<file path="src/rtl/core/mailbox_ipc_slot_store_assert.svh">
// ----------------------------------------------------------------------------
// Mailbox slot store assertion macros
// Shared property forms used by the checks at the end of the top level.
// ----------------------------------------------------------------------------
`ifndef MAILBOX_IPC_SLOT_STORE_ASSERT_SVH
`define MAILBOX_IPC_SLOT_STORE_ASSERT_SVH

// The condition c holds in the same cycle as a.
`define MBX_ASSERT_IMPLY(lbl, clk, rst_n, a, c) \
    lbl: assert property (@(posedge clk) disable iff (!(rst_n)) (a) |-> (c)) \
        else $error("mailbox slot store: same-cycle check failed");

// The condition c holds in the cycle after a.
`define MBX_ASSERT_NEXT(lbl, clk, rst_n, a, c) \
    lbl: assert property (@(posedge clk) disable iff (!(rst_n)) (a) |=> (c)) \
        else $error("mailbox slot store: next-cycle check failed");

`endif

</file>
<file path="src/rtl/core/mbx_pkg.sv">
// ----------------------------------------------------------------------------
// Mailbox slot store package
// Sizes, codes, slot entry layout and helper functions shared by the modules.
// ----------------------------------------------------------------------------
`timescale 1ns / 1ps

package mbx_pkg;

    localparam int NUM_BOXES     = 16;
    localparam int SLOTS_PER_BOX = 8;
    localparam int MSG_BYTES     = 8;

    localparam int ID_W     = 4;
    localparam int SIZE_W   = 4;
    localparam int DATA_W   = 64;
    localparam int STATUS_W = 3;

    localparam int BOX_W     = (NUM_BOXES > 1) ? $clog2(NUM_BOXES) : 1;
    localparam int SLOT_W    = (SLOTS_PER_BOX > 1) ? $clog2(SLOTS_PER_BOX) : 1;
    localparam int CNT_W     = $clog2(SLOTS_PER_BOX + 1);
    localparam int ADDR_W    = BOX_W + SLOT_W;
    localparam int MEM_DEPTH = 2 ** ADDR_W;

    localparam logic [SLOT_W-1:0] LAST_SLOT = SLOT_W'(SLOTS_PER_BOX - 1);
    localparam logic [SIZE_W-1:0] MAX_SIZE  = SIZE_W'(MSG_BYTES);

    typedef enum logic [1:0] {
        REQ_ALLOC = 2'd0,
        REQ_FREE  = 2'd1,
        REQ_SEND  = 2'd2,
        REQ_RECV  = 2'd3
    } t_req;

    typedef enum logic [STATUS_W-1:0] {
        ST_OK        = 3'd0,
        ST_BAD_ID    = 3'd1,
        ST_NOT_ALLOC = 3'd2,
        ST_ALREADY   = 3'd3,
        ST_FULL      = 3'd4,
        ST_NO_MATCH  = 3'd5
    } t_status;

    // One stored message. The age is its position in the box's arrival order.
    typedef struct packed {
        logic [ID_W-1:0]   sender;
        logic [SIZE_W-1:0] size;
        logic [DATA_W-1:0] payload;
        logic [SLOT_W-1:0] age;
    } t_entry;

    typedef struct packed {
        logic              en;
        logic [ADDR_W-1:0] addr;
        t_entry            data;
    } t_mem_wr;

    typedef struct packed {
        logic              clear;
        logic              sample;
        logic [SLOT_W-1:0] slot;
    } t_pick_ctl;

    typedef struct packed {
        logic              found;
        logic [SLOT_W-1:0] slot;
        logic [SLOT_W-1:0] age;
        logic [SIZE_W-1:0] size;
        logic [DATA_W-1:0] payload;
    } t_pick;

    function automatic logic [DATA_W-1:0] byte_mask(input logic [SIZE_W-1:0] n);
        logic [DATA_W-1:0] m;
        m = '0;
        for (int i = 0; i < DATA_W / 8; i++) begin
            if (SIZE_W'(i) < n) begin
                m[i*8 +: 8] = 8'hFF;
            end
        end
        return m;
    endfunction

    function automatic logic [SIZE_W-1:0] cap_size(input logic [SIZE_W-1:0] s);
        return (s > MAX_SIZE) ? MAX_SIZE : s;
    endfunction

    function automatic logic id_ok(input logic [ID_W-1:0] id);
        return 32'(id) < NUM_BOXES;
    endfunction

endpackage

</file>
<file path="src/rtl/core/mbx_pick.sv">
// ----------------------------------------------------------------------------
// Mailbox oldest-match unit
// Age comparator shared by the oldest-match search and the age shift pass.
// ----------------------------------------------------------------------------
`timescale 1ns / 1ps

module mbx_pick import mbx_pkg::*; (
    input  logic            i_clk,
    input  logic            i_rst_n,
    input  t_pick_ctl       i_ctl,
    input  t_entry          i_entry,
    input  logic            i_used,
    input  logic [ID_W-1:0] i_peer,
    output t_pick           o_best,
    output logic            o_younger
);

    t_pick r_best;
    t_pick n_best;
    logic  w_older;
    logic  w_match;

    // The single age comparator: entry against the current best.
    assign w_older = i_entry.age < r_best.age;
    assign w_match = i_used && (i_entry.sender == i_peer) && (!r_best.found || w_older);

    // During the shift pass the best holds the taken message's age.
    assign o_younger = i_used && !w_older && (i_entry.age != r_best.age);

    always_comb begin
        n_best = r_best;
        if (i_ctl.clear) begin
            n_best.found = 1'b0;
        end else if (i_ctl.sample && w_match) begin
            n_best = '{found:   1'b1,
                       slot:    i_ctl.slot,
                       age:     i_entry.age,
                       size:    i_entry.size,
                       payload: i_entry.payload};
        end
    end

    always_ff @(posedge i_clk) begin
        if (!i_rst_n) begin
            r_best.found <= 1'b0;
        end else begin
            r_best <= n_best;
        end
    end

    assign o_best = r_best;

endmodule

</file>
<file path="config.mk">
export PLATFORM = sky130hd
export DESIGN_NAME = mbx_pick
export DESIGN_NICKNAME = d
export VERILOG_FILES = /design/src/rtl/core/mailbox_ipc_slot_store_assert.svh /design/src/rtl/core/mbx_pkg.sv /design/src/rtl/core/mbx_pick.sv
export SDC_FILE = /design/constraint.sdc
export NUM_CORES = 1
export LEC_CHECK = 0
export ABC_AREA = 1
export BUFFER_PORTS_ARGS = -buffer_cell sky130_fd_sc_hd__buf_4
export CAP_MARGIN = 30
export CORE_MARGIN = 1.5
export CORE_UTILIZATION = 43
export CTS_BUF_LIST = sky130_fd_sc_hd__clkbuf_4 sky130_fd_sc_hd__clkbuf_8
export DETAILED_ROUTE_END_ITERATION = 8
export HOLD_SLACK_MARGIN = 0.06
export PLACE_DENSITY = 0.92
export REMOVE_ABC_BUFFERS = 1
export SYNTH_ARGS = -nofsm -noshare
export SYNTH_HDL_FRONTEND = slang
export SYNTH_SLANG_ARGS = --single-unit
</file>
<file path="constraint.sdc">
create_clock -name i_clk -period 6.41 [get_ports i_clk]
set_input_delay 1.6025 -clock i_clk [delete_from_list [all_inputs] [get_ports i_clk]]
set_output_delay 1.6025 -clock i_clk [all_outputs]
set_load 0.05 [all_outputs]
</file>
==> metrics.txt <==
Worst VDD drop around 140 uV; TritonCTS clock tree yes; startpoint types primary input; Max stage delay on crit path about 260 ps; global route total overflow 0; largest net degree at the start of global routing 34; CTS Hold Buffers Added 0; clock power share 0.359; first-pass GRT wire length 8000 um; worst-path fanout max 2; syn avg cell area between 20 and 25 um^2; area leader, netlist edfxtp_1; sw power ~0.18 mW; setup bufs post-CTS 0; YS warnings 0; CP Class primary input to primary output; Longest Clk Path Bufs 2; Worst setup EP type primary output; Setup WS post-layout 2250 ps; dpl ws 2250 ps; Arrival @ worst endpoint 2550 ps; internal power ~0.76 mW; cell area after synthesis 2450 um^2; row count 27; Initial Utilization 0.446; First DRT Iteration DRCs slightly below 60; top cells by count, synth 74 x edfxtp_1, 11 x inv_1, 11 x nand2_1; outcome finished clean; Port-buffer cells 162; required time worst endpoint between 4000 and 5000 ps; die height about 79 um; DPL Wire Length between 4000 and 5000 um; leakage 1.70 nW; EDFF count, synth 74; Final Hold Slack approximately 490 ps; Total Wirelength 5580 um; fin crit share 0.648; antenna fix cells 0; top cell type's share of synthesized area 0.906; number of synthesized register bits 75; Sink Count 75; Final Hold Fails 0; Setup violations, final 0; Antenna Nets Post-Route 0; Core ar. 5510 um^2; max-slew violation count 0; Pwr per Cell Area 236 nW/um^2; minimum clock period roughly 4200 ps; total power 0.939 mW; share of async-settable or async-resettable flops after synthesis 0; total track usage 0.181; Layout area overhead 62.3%; GP Congestion about 0.73; clk_skew 6.13 ps; Via density approximately 4.5; Post-Synthesis Cells 117; drt wl/cell roughly 15 um; Max-Cap Viols 0; DR pass1 iterations 4; CTS buffer count 9; Post-layout nets about 380; Slowest cell on crit path ha_1; fraction of layout instances using a drive strength above 1 0.630; fmax approximately 240 MHz; # IOs between 150 and 200; vias in the first global route 1668; Via Count between 1500 and 2000; die area ~6200 um^2; clock transition at the registers of the reported paths 70 ps; H-tree depth reported by CTS 3; Yosys cell types 14; Area contributors post-synth edfxtp_1 91%, inv_1 1.7%, nand2_1 1.7%; Worst Tran Pin Value slightly below 400 ps; register area share after synthesis 0.914; Largest register FFs 75; worst hold path type flop to flop; Seq pwr share 0.576; Die Span X between 70 and 80 um; top-count cell post-synth edfxtp_1; Worst-Skew Late Latency between 300 and 400 ps; Comb power frac 0.065; Remaining DRCs 0; CTS root buf clkbuf_8; Main synth FF type edfxtp_1; most frequent CP cell buf_4; antenna violations before repair 0; Net Sw Frac 0.191; CP Cell Sequence buf_4 -> ha_1 -> inv_1 -> o21bai_1 -> a21oi_1 -> nor2_1 -> buf_4; relative slew slack 0.735; RSZ-0062 raised after global routing false; post-CTS sizing 0; post-route setup TNS 0 ps
## metal layers
metal | GRT usage | vias to the layer above | routed length (um)
met5 | 0 | - | 0
met4 | 0.100 | 0 | 123
met3 | 0.0500 | 11 | 484
met2 | 0.328 | 102 | 3010
met1 | 0.189 | 771 | 1960
li1 | - | 776 | -
## power by group through the flow
stage          Combinational, mW  Sequential (mW)  Clock (mW)
2_1_floorplan            0.00917            0.558           0
3_3_place_gp              0.0590            0.552           0
6_report                  0.0615            0.541       0.337
3_5_place_dp              0.0619            0.552           0
4_1_cts                   0.0620            0.541       0.345
5_1_grt                   0.0661            0.541       0.362
## placed cells by master (no fill, tap or decap), drive strengths merged
| cell | n |
|---|---|
| a21oi | 2 |
| buf | 164 |
| bufinv | 1 |
| clkbuf | 10 |
| clkinv | 4 |
| clkinvlp | 1 |
| dfxtp | 1 |
| edfxtp | 74 |
| ha | 3 |
| inv | 13 |
| nand2 | 11 |
| nand3 | 1 |
| nand4 | 1 |
| nor2 | 9 |
| o21ai | 1 |
| o21bai | 1 |
## final timing paths
| check | cells past startpoint | slack (ps) | from | endpoint |
|---|---|---|---|---|
| max reg2reg | 9 | 3990 | o_best[69]$_DFFE_PP_ | o_best[22]$_DFFE_PP_ |
| min reg2reg | 2 | 490 | o_best[74]$_SDFFE_PP0P_ | o_best[74]$_SDFFE_PP0P_ |
| max | 7 | 2250 | i_entry[1] | o_younger |
| min | 2 | 490 | o_best[74]$_SDFFE_PP0P_ | o_best[74]$_SDFFE_PP0P_ |
## logic make-up (layout without fill, tap and decap cells)
family          count (synthesis)  after routing  share of synthesized area
flops                          75             75                      0.914
buf+inv                        13            193                     0.0199
compound gates                  4              4                     0.0107
simple gates                   22             22                     0.0403
fa+ha+maj                       3              3                     0.0153
## worst max-delay path, delay by kind of cell
kind | cells | cell delay, ps
AOI/OAI and AO/OA | 2 | 210
adders and majority gates | 1 | 260
buffers and inverters | 3 | 370
and+or+nand+nor | 1 | 110
## cell type report
| type | instances | area (um^2) |
|---|---|---|
| clock buffer | 10 | 131 |
| clock inverter | 6 | 56.3 |
| fill | 384 | 1520 |
| inverter | 13 | 48.8 |
| multi-input combinational | 29 | 170 |
| sequential | 75 | 2240 |
| tap | 72 | 90.1 |
| timing repair buffer | 164 | 1240 |
## per-stage QoR
| step | util | instance area (um^2) | std cells |
|---|---|---|---|
| final | 0.723 | 3980 | 369 |
| after global routing | 0.723 | 3980 | 369 |
| after CTS | 0.723 | 3980 | 369 |
| after detailed placement | 0.689 | 3790 | 353 |
| after global placement | 0.686 | 3770 | 352 |
| after floorplan | - | 2450 | 117 |
Note: power is estimated with default switching activity, not from simulation.
