--- config.mk ---
export PLATFORM = sky130hd
export DESIGN_NAME = mbx_seq
export DESIGN_NICKNAME = d
export VERILOG_FILES = /design/src/rtl/core/mailbox_ipc_slot_store_assert.svh /design/src/rtl/core/mbx_pkg.sv /design/src/rtl/core/mbx_seq.sv
export SDC_FILE = /design/constraint.sdc
export NUM_CORES = 1
export LEC_CHECK = 0
export BUFFER_PORTS_ARGS = -buffer_cell sky130_fd_sc_hd__buf_2
export CAP_MARGIN = 20
export CORE_MARGIN = 2
export CORE_UTILIZATION = 51
export CTS_BUF_LIST = sky130_fd_sc_hd__clkbuf_4 sky130_fd_sc_hd__clkbuf_8
export DETAILED_ROUTE_END_ITERATION = 10
export HOLD_SLACK_MARGIN = 0.08
export PLACE_DENSITY_LB_ADDON = 0.15
export SLEW_MARGIN = 20
export SYNTH_ARGS = -nofsm -noshare
export SYNTH_HDL_FRONTEND = slang
export SYNTH_SLANG_ARGS = --single-unit
export TNS_END_PERCENT = 100
--- constraint.sdc ---
create_clock -name i_clk -period 6.87 [get_ports i_clk]
set_clock_uncertainty 0.05 [all_clocks]
set_input_delay 1.0305 -clock i_clk [delete_from_list [all_inputs] [get_ports i_clk]]
set_output_delay 1.0305 -clock i_clk [all_outputs]
set_load 0.05 [all_outputs]
--- src/rtl/core/mailbox_ipc_slot_store_assert.svh ---
// ----------------------------------------------------------------------------
// Mailbox slot store assertion macros
// Shared property forms used by the checks at the end of the top level.
// ----------------------------------------------------------------------------
`ifndef MAILBOX_IPC_SLOT_STORE_ASSERT_SVH
`define MAILBOX_IPC_SLOT_STORE_ASSERT_SVH

// The condition c holds in the same cycle as a.
`define MBX_ASSERT_IMPLY(lbl, clk, rst_n, a, c) \
    lbl: assert property (@(posedge clk) disable iff (!(rst_n)) (a) |-> (c)) \
        else $error("mailbox slot store: same-cycle check failed");

// The condition c holds in the cycle after a.
`define MBX_ASSERT_NEXT(lbl, clk, rst_n, a, c) \
    lbl: assert property (@(posedge clk) disable iff (!(rst_n)) (a) |=> (c)) \
        else $error("mailbox slot store: next-cycle check failed");

`endif

--- src/rtl/core/mbx_pkg.sv ---
// ----------------------------------------------------------------------------
// Mailbox slot store package
// Sizes, codes, slot entry layout and helper functions shared by the modules.
// ----------------------------------------------------------------------------
`timescale 1ns / 1ps

package mbx_pkg;

    localparam int NUM_BOXES     = 16;
    localparam int SLOTS_PER_BOX = 8;
    localparam int MSG_BYTES     = 8;

    localparam int ID_W     = 4;
    localparam int SIZE_W   = 4;
    localparam int DATA_W   = 64;
    localparam int STATUS_W = 3;

    localparam int BOX_W     = (NUM_BOXES > 1) ? $clog2(NUM_BOXES) : 1;
    localparam int SLOT_W    = (SLOTS_PER_BOX > 1) ? $clog2(SLOTS_PER_BOX) : 1;
    localparam int CNT_W     = $clog2(SLOTS_PER_BOX + 1);
    localparam int ADDR_W    = BOX_W + SLOT_W;
    localparam int MEM_DEPTH = 2 ** ADDR_W;

    localparam logic [SLOT_W-1:0] LAST_SLOT = SLOT_W'(SLOTS_PER_BOX - 1);
    localparam logic [SIZE_W-1:0] MAX_SIZE  = SIZE_W'(MSG_BYTES);

    typedef enum logic [1:0] {
        REQ_ALLOC = 2'd0,
        REQ_FREE  = 2'd1,
        REQ_SEND  = 2'd2,
        REQ_RECV  = 2'd3
    } t_req;

    typedef enum logic [STATUS_W-1:0] {
        ST_OK        = 3'd0,
        ST_BAD_ID    = 3'd1,
        ST_NOT_ALLOC = 3'd2,
        ST_ALREADY   = 3'd3,
        ST_FULL      = 3'd4,
        ST_NO_MATCH  = 3'd5
    } t_status;

    // One stored message. The age is its position in the box's arrival order.
    typedef struct packed {
        logic [ID_W-1:0]   sender;
        logic [SIZE_W-1:0] size;
        logic [DATA_W-1:0] payload;
        logic [SLOT_W-1:0] age;
    } t_entry;

    typedef struct packed {
        logic              en;
        logic [ADDR_W-1:0] addr;
        t_entry            data;
    } t_mem_wr;

    typedef struct packed {
        logic              clear;
        logic              sample;
        logic [SLOT_W-1:0] slot;
    } t_pick_ctl;

    typedef struct packed {
        logic              found;
        logic [SLOT_W-1:0] slot;
        logic [SLOT_W-1:0] age;
        logic [SIZE_W-1:0] size;
        logic [DATA_W-1:0] payload;
    } t_pick;

    function automatic logic [DATA_W-1:0] byte_mask(input logic [SIZE_W-1:0] n);
        logic [DATA_W-1:0] m;
        m = '0;
        for (int i = 0; i < DATA_W / 8; i++) begin
            if (SIZE_W'(i) < n) begin
                m[i*8 +: 8] = 8'hFF;
            end
        end
        return m;
    endfunction

    function automatic logic [SIZE_W-1:0] cap_size(input logic [SIZE_W-1:0] s);
        return (s > MAX_SIZE) ? MAX_SIZE : s;
    endfunction

    function automatic logic id_ok(input logic [ID_W-1:0] id);
        return 32'(id) < NUM_BOXES;
    endfunction

endpackage

--- src/rtl/core/mbx_seq.sv ---
// ----------------------------------------------------------------------------
// Mailbox sequencer
// Request decode, box state, slot occupancy, slot scans and result register.
// ----------------------------------------------------------------------------
`timescale 1ns / 1ps

module mbx_seq import mbx_pkg::*; (
    input  logic                i_clk,
    input  logic                i_rst_n,
    input  logic                i_valid,
    output logic                o_stall,
    input  logic [1:0]          i_req_type,
    input  logic [ID_W-1:0]     i_box_id,
    input  logic [ID_W-1:0]     i_peer_id,
    input  logic [SIZE_W-1:0]   i_msg_size,
    input  logic [DATA_W-1:0]   i_msg_data,
    output logic                o_valid,
    input  logic                i_stall,
    output logic [STATUS_W-1:0] o_status,
    output logic [DATA_W-1:0]   o_out_data,
    output logic [SIZE_W-1:0]   o_out_size,
    output t_mem_wr             o_wr,
    output logic [ADDR_W-1:0]   o_rd_addr,
    input  t_entry              i_rd_data,
    output t_pick_ctl           o_pick_ctl,
    output logic [ID_W-1:0]     o_peer,
    output logic                o_used,
    input  t_pick               i_best,
    input  logic                i_younger
);

    typedef enum logic [6:0] {
        S_IDLE = 7'b0000001,
        S_EVAL = 7'b0000010,
        S_SEND = 7'b0000100,
        S_FIND = 7'b0001000,
        S_TAKE = 7'b0010000,
        S_AGE  = 7'b0100000,
        S_FIN  = 7'b1000000
    } t_state;

    t_state r_state, n_state;
    t_req   r_req, n_req;
    logic [BOX_W-1:0]  r_box, n_box;
    logic              r_id_ok, n_id_ok;
    logic [ID_W-1:0]   r_peer, n_peer;
    logic              r_peer_ok, n_peer_ok;
    logic [SIZE_W-1:0] r_size, n_size;
    logic [DATA_W-1:0] r_data, n_data;

    logic                     r_alloc [NUM_BOXES];
    logic [CNT_W-1:0]         r_cnt   [NUM_BOXES];
    logic [SLOTS_PER_BOX-1:0] r_used  [NUM_BOXES];

    logic [SLOT_W-1:0] r_slot, n_slot;
    logic              r_issuing, n_issuing;
    logic              r_rd_vld, n_rd_vld;
    logic [SLOT_W-1:0] r_rd_slot, n_rd_slot;

    t_status           r_res_status, n_res_status;
    logic [DATA_W-1:0] r_res_data, n_res_data;
    logic [SIZE_W-1:0] r_res_size, n_res_size;

    logic                r_out_valid, n_out_valid;
    t_status             r_out_status, n_out_status;
    logic [DATA_W-1:0]   r_out_data, n_out_data;
    logic [SIZE_W-1:0]   r_out_size, n_out_size;

    logic              w_box_set;
    logic              w_box_clr;
    logic              w_used_set;
    logic              w_used_clr;
    logic [SLOT_W-1:0] w_used_slot;
    logic              w_cnt_inc;
    logic              w_cnt_dec;
    logic [SIZE_W-1:0] w_take_size;
    t_entry            w_aged;

    assign w_take_size = (r_size < i_best.size) ? r_size : i_best.size;

    always_comb begin
        w_aged     = i_rd_data;
        w_aged.age = i_rd_data.age - SLOT_W'(1);
    end

    always_comb begin
        n_state      = r_state;
        n_req        = r_req;
        n_box        = r_box;
        n_id_ok      = r_id_ok;
        n_peer       = r_peer;
        n_peer_ok    = r_peer_ok;
        n_size       = r_size;
        n_data       = r_data;
        n_slot       = r_slot;
        n_issuing    = r_issuing;
        n_rd_vld     = 1'b0;
        n_rd_slot    = r_rd_slot;
        n_res_status = r_res_status;
        n_res_data   = r_res_data;
        n_res_size   = r_res_size;
        n_out_valid  = r_out_valid && i_stall;
        n_out_status = r_out_status;
        n_out_data   = r_out_data;
        n_out_size   = r_out_size;
        w_box_set    = 1'b0;
        w_box_clr    = 1'b0;
        w_used_set   = 1'b0;
        w_used_clr   = 1'b0;
        w_used_slot  = r_slot;
        w_cnt_inc    = 1'b0;
        w_cnt_dec    = 1'b0;
        o_wr         = '0;
        o_pick_ctl   = '0;

        // Read issue shared by the search and the shift pass: one slot a cycle,
        // data comes back in the next cycle tagged with its slot.
        if (r_state inside {S_FIND, S_AGE}) begin
            if (r_issuing) begin
                n_rd_vld  = 1'b1;
                n_rd_slot = r_slot;
                if (r_slot == LAST_SLOT) begin
                    n_issuing = 1'b0;
                end else begin
                    n_slot = r_slot + SLOT_W'(1);
                end
            end
        end

        case (r_state)
            S_IDLE: begin
                if (i_valid) begin
                    n_req     = t_req'(i_req_type);
                    n_box     = BOX_W'(i_box_id);
                    n_id_ok   = id_ok(i_box_id);
                    n_peer    = i_peer_id;
                    n_peer_ok = id_ok(i_peer_id);
                    n_size    = cap_size(i_msg_size);
                    n_data    = i_msg_data;
                    n_state   = S_EVAL;
                end
            end
            S_EVAL: begin
                n_res_status = ST_OK;
                n_res_data   = '0;
                n_res_size   = '0;
                n_slot       = '0;
                n_state      = S_FIN;
                if (!r_id_ok) begin
                    n_res_status = ST_BAD_ID;
                end else begin
                    case (r_req)
                        REQ_ALLOC: begin
                            if (r_alloc[r_box]) begin
                                n_res_status = ST_ALREADY;
                            end else begin
                                w_box_set = 1'b1;
                            end
                        end
                        REQ_FREE: begin
                            if (r_alloc[r_box]) begin
                                w_box_clr = 1'b1;
                            end
                        end
                        REQ_SEND: begin
                            if (!r_alloc[r_box]) begin
                                n_res_status = ST_NOT_ALLOC;
                            end else begin
                                n_state = S_SEND;
                            end
                        end
                        REQ_RECV: begin
                            if (!r_peer_ok) begin
                                n_res_status = ST_BAD_ID;
                            end else if (!r_alloc[r_box]) begin
                                n_res_status = ST_NOT_ALLOC;
                            end else begin
                                o_pick_ctl.clear = 1'b1;
                                n_issuing        = 1'b1;
                                n_state          = S_FIND;
                            end
                        end
                        default: begin
                            n_res_status = ST_BAD_ID;
                        end
                    endcase
                end
            end
            S_SEND: begin
                // Lowest free slot wins; the new message goes to the back.
                if (!r_used[r_box][r_slot]) begin
                    o_wr.en           = 1'b1;
                    o_wr.addr         = {r_box, r_slot};
                    o_wr.data.sender  = r_peer;
                    o_wr.data.size    = r_size;
                    o_wr.data.payload = r_data & byte_mask(r_size);
                    o_wr.data.age     = SLOT_W'(r_cnt[r_box]);
                    w_used_set        = 1'b1;
                    w_cnt_inc         = 1'b1;
                    n_state           = S_FIN;
                end else if (r_slot == LAST_SLOT) begin
                    n_res_status = ST_FULL;
                    n_state      = S_FIN;
                end else begin
                    n_slot = r_slot + SLOT_W'(1);
                end
            end
            S_FIND: begin
                o_pick_ctl.sample = r_rd_vld;
                o_pick_ctl.slot   = r_rd_slot;
                if (r_rd_vld && (r_rd_slot == LAST_SLOT)) begin
                    n_state = S_TAKE;
                end
            end
            S_TAKE: begin
                if (!i_best.found) begin
                    n_res_status = ST_NO_MATCH;
                    n_state      = S_FIN;
                end else begin
                    w_used_clr  = 1'b1;
                    w_used_slot = i_best.slot;
                    n_res_size  = w_take_size;
                    n_res_data  = i_best.payload & byte_mask(w_take_size);
                    n_slot      = '0;
                    n_issuing   = 1'b1;
                    n_state     = S_AGE;
                end
            end
            S_AGE: begin
                // Messages that arrived after the taken one move up by one.
                if (r_rd_vld && i_younger) begin
                    o_wr.en   = 1'b1;
                    o_wr.addr = {r_box, r_rd_slot};
                    o_wr.data = w_aged;
                end
                if (r_rd_vld && (r_rd_slot == LAST_SLOT)) begin
                    w_cnt_dec = 1'b1;
                    n_state   = S_FIN;
                end
            end
            S_FIN: begin
                if (!r_out_valid || !i_stall) begin
                    n_out_valid  = 1'b1;
                    n_out_status = r_res_status;
                    n_out_data   = r_res_data;
                    n_out_size   = r_res_size;
                    n_state      = S_IDLE;
                end
            end
            default: begin
                n_state = S_IDLE;
            end
        endcase
    end

    always_ff @(posedge i_clk) begin
        if (!i_rst_n) begin
            r_state     <= S_IDLE;
            r_issuing   <= 1'b0;
            r_rd_vld    <= 1'b0;
            r_out_valid <= 1'b0;
            for (int b = 0; b < NUM_BOXES; b++) begin
                r_alloc[b] <= 1'b0;
                r_cnt[b]   <= '0;
                r_used[b]  <= '0;
            end
        end else begin
            r_state     <= n_state;
            r_issuing   <= n_issuing;
            r_rd_vld    <= n_rd_vld;
            r_out_valid <= n_out_valid;
            if (w_box_set || w_box_clr) begin
                r_alloc[r_box] <= w_box_set;
                r_cnt[r_box]   <= '0;
                r_used[r_box]  <= '0;
            end
            if (w_used_set) begin
                r_used[r_box][w_used_slot] <= 1'b1;
            end
            if (w_used_clr) begin
                r_used[r_box][w_used_slot] <= 1'b0;
            end
            if (w_cnt_inc) begin
                r_cnt[r_box] <= r_cnt[r_box] + CNT_W'(1);
            end else if (w_cnt_dec && (r_cnt[r_box] != '0)) begin
                r_cnt[r_box] <= r_cnt[r_box] - CNT_W'(1);
            end
        end
    end

    always_ff @(posedge i_clk) begin
        r_req        <= n_req;
        r_box        <= n_box;
        r_id_ok      <= n_id_ok;
        r_peer       <= n_peer;
        r_peer_ok    <= n_peer_ok;
        r_size       <= n_size;
        r_data       <= n_data;
        r_slot       <= n_slot;
        r_rd_slot    <= n_rd_slot;
        r_res_status <= n_res_status;
        r_res_data   <= n_res_data;
        r_res_size   <= n_res_size;
        r_out_status <= n_out_status;
        r_out_data   <= n_out_data;
        r_out_size   <= n_out_size;
    end

    assign o_stall    = (r_state != S_IDLE);
    assign o_valid    = r_out_valid;
    assign o_status   = r_out_status;
    assign o_out_data = r_out_data;
    assign o_out_size = r_out_size;
    assign o_rd_addr  = {r_box, r_slot};
    assign o_peer     = r_peer;
    assign o_used     = r_used[r_box][r_rd_slot];

endmodule

==> metrics.txt <==
hold_ws=363 ps; Seq/Total Area, Yosys=66.4%; PortBufs=402; Final Cell Area=23,600 µm²; clock buffer count from CTS=74; core region area=38,500 µm²; crit path time final=6130 ps; Worst EP required=5790 ps; Syn Inst Count=1,476; final net count=2,101; Max-Cap Viols=0; vias in the first global route=13,828; Non-Filler Instances=2,437; crit start category=register; FMAX=163 MHz; largest net degree at the start of global routing=92; Initial Util=51.4%; # Post-CTS Setup Buffers=0; VDD IR-drop max=168 µV; Worst slew margin=27.7%; WL final=56,900 µm; ys flop type=edfxtp_1; metal2 WL=27,100 µm; EDFF count, synth=415; Crit. End Element=primary output; Synth cell types=64; via/cell ratio=5.86; Commonest cells post-synth=415 x edfxtp_1, 215 x nor2_1, 122 x o21ai_0; Hold Vio Cnt, Final=0; RD Place Congestion=0.901; met1 wire length=23,100 µm; die boundary height=201 µm; Setup TNS=0 ps; layout cell share with drive strength beyond 1=32.3%; cts repair resizes=0; Row Count=72; synth top area cells=edfxtp_1 63%, nor2_1 4.1%, mux4_2 3.5%; Arr. time, crit path=5050 ps; number of synthesized register bits=448; Top Metal Used=met5; initial antenna violation count=6; CTS Sinks=448; I/O pin cnt=406; CTS tree=built; die area=40,400 µm²; Area Overhead vs Synth=19.3%; DPL Wire Length=38,800 µm; DR pass1 iterations=5; status=finished, final reports clean; clk buf depth=3; Fill cells=3,068; Remaining DRCs=0; GRT overflow=0; area leader, netlist=edfxtp_1; Setup CP Type=reg2out; mean post-synth cell area=13.4 µm²; # H-tree levels=3; Synth async-reset ratio=0%; Total Routing Usage GR=27.9%; RSZ-0062 raised after global routing=false; CTS Hold Buffers Added=0; Worst-Skew Late Latency=650 ps; YS warnings=0; Die Width=201 µm; power density cells=251 nW/µm²; top cell type's share of synthesized area=63.0%; WL per Instance=23.3 µm; R2R cell count=10; cell area after synthesis=19,800 µm²; Crit Path Max Fanout=52; count leader, synth=edfxtp_1; period utilization=89.3%; dpl cell area=22,200 µm²; worst min-delay path class=reg2reg; Tightest Pin Transition=1080 ps; Final setup violation count=0; syn_nets=1,719; vias post-DR=14,271; DRT iter0 DRCs=1,472; first-pass GRT wire length=84,400 µm; Cells after DPL=2,299; root buf cell=clkbuf_8; Pleak=8.97 nW; Final Max Tran Viols=0; routed wire length on met3=5540 µm; antenna-violating nets left=0; Hold Crit Depth=0; clock slew seen by the registers of the worst setup and hold paths=60 ps
## worst max-delay path: stages, from the launching register on
cell,delay (ps)
dfxtp_4,980
buf_4,310
mux2i_1,230
a221oi_1,150
mux4_2,580
a22o_1,330
or2_1,470
nor3_2,720
a22o_1,320
buf_2,290
## layout make-up
cell class / count / area, µm² / share of cell area [%]
Multi-Input combinational cell: 881 / 6080 / 25.8
Inverter: 20 / 76.3 / 0.324
Clock buffer: 100 / 1230 / 5.23
Clock inverter: 27 / 151 / 0.642
Antenna cell: 10 / 25.0 / 0.106
Sequential cell: 448 / 13100 / 55.7
Tap cell: 518 / 648 / 2.75
Timing Repair Buffer: 433 / 2250 / 9.53
## placed cells by master, fill, tap and decap left out, types with 4 or more instances in the layout
master      n
o31ai_1    20
o211ai_1   16
nand4_1     6
a21oi_1    46
ha_1       10
nand3_2     5
mux2i_1    62
a31oi_1     5
a211oi_1    8
dfxtp_1    32
diode_2    10
inv_1      18
mux4_2     31
o21ai_0   122
nand3b_1    4
clkinv_2    5
nor2b_1    12
edfxtp_1  415
a32o_1      9
o21a_1      6
clkinv_1   17
and3_1      9
nand2_1    24
o22ai_1     4
nor2_1    215
buf_4      31
nor3_2      4
clkbuf_8   77
nand3_1    17
mux2_2     14
a221oi_1   12
nand2b_1    5
a22oi_1    10
a22o_1     75
and2_1     69
clkbuf_4   24
buf_2     401
nor3_1      7
## registers in the layout, summed over array words and instances (netlist names), 7 cells and up, named ones only
name,count
r_used,128
o_out_data,64
r_cnt,64
r_data,64
r_res_data,64
r_alloc,16
r_state,7
## power breakdown
| group | switching (W) | total [W] | internal [W] |
|---|---|---|---|
| Combinational | 0.000342 | 0.000564 | 0.000221 |
| Clock | 0.00106 | 0.00223 | 0.00117 |
| Sequential | 0.0000686 | 0.00314 | 0.00307 |
| Total | 0.00147 | 0.00593 | 0.00446 |
## worst paths after layout
kind,start,to,slack [ps]
setup / recovery,register,o_wr[19],740
hold / removal,r_res_data[38],o_out_data[38],360
setup reg to reg,register,r_cnt[7][3],1940
hold reg to reg,r_res_data[38],o_out_data[38],360
## per-layer routing
metal	up-vias	track usage [%]
li1	6393	-
met1	7096	39.0
met2	692	44.0
met3	88	6.35
met4	2	7.91
met5	-	0
## metrics by stage
step | util [%] | total power [W] | worst slack, ps
4_1_cts | 61.2 | 0.00597 | 665
3_3_place_gp | 57.6 | 0.00374 | 1420
3_5_place_dp | 57.6 | 0.00375 | 1370
6_report | 61.3 | 0.00593 | 738
2_1_floorplan | - | 0.00355 | 1800
5_1_grt | 61.3 | 0.00614 | 530
## cells by family (layout without fill, tap and decap cells)
kind of cell	Yosys count	in the layout	synth area share (%)
other cells	0	10	0
simple gates	401	401	9.96
compound gates	357	357	12.1
fa+ha+maj	10	10	0.633
buf+inv	147	580	3.15
mux	108	108	7.52
flops	448	448	66.4
xor+xnor	5	5	0.222
(Power assumes the default switching activity.)
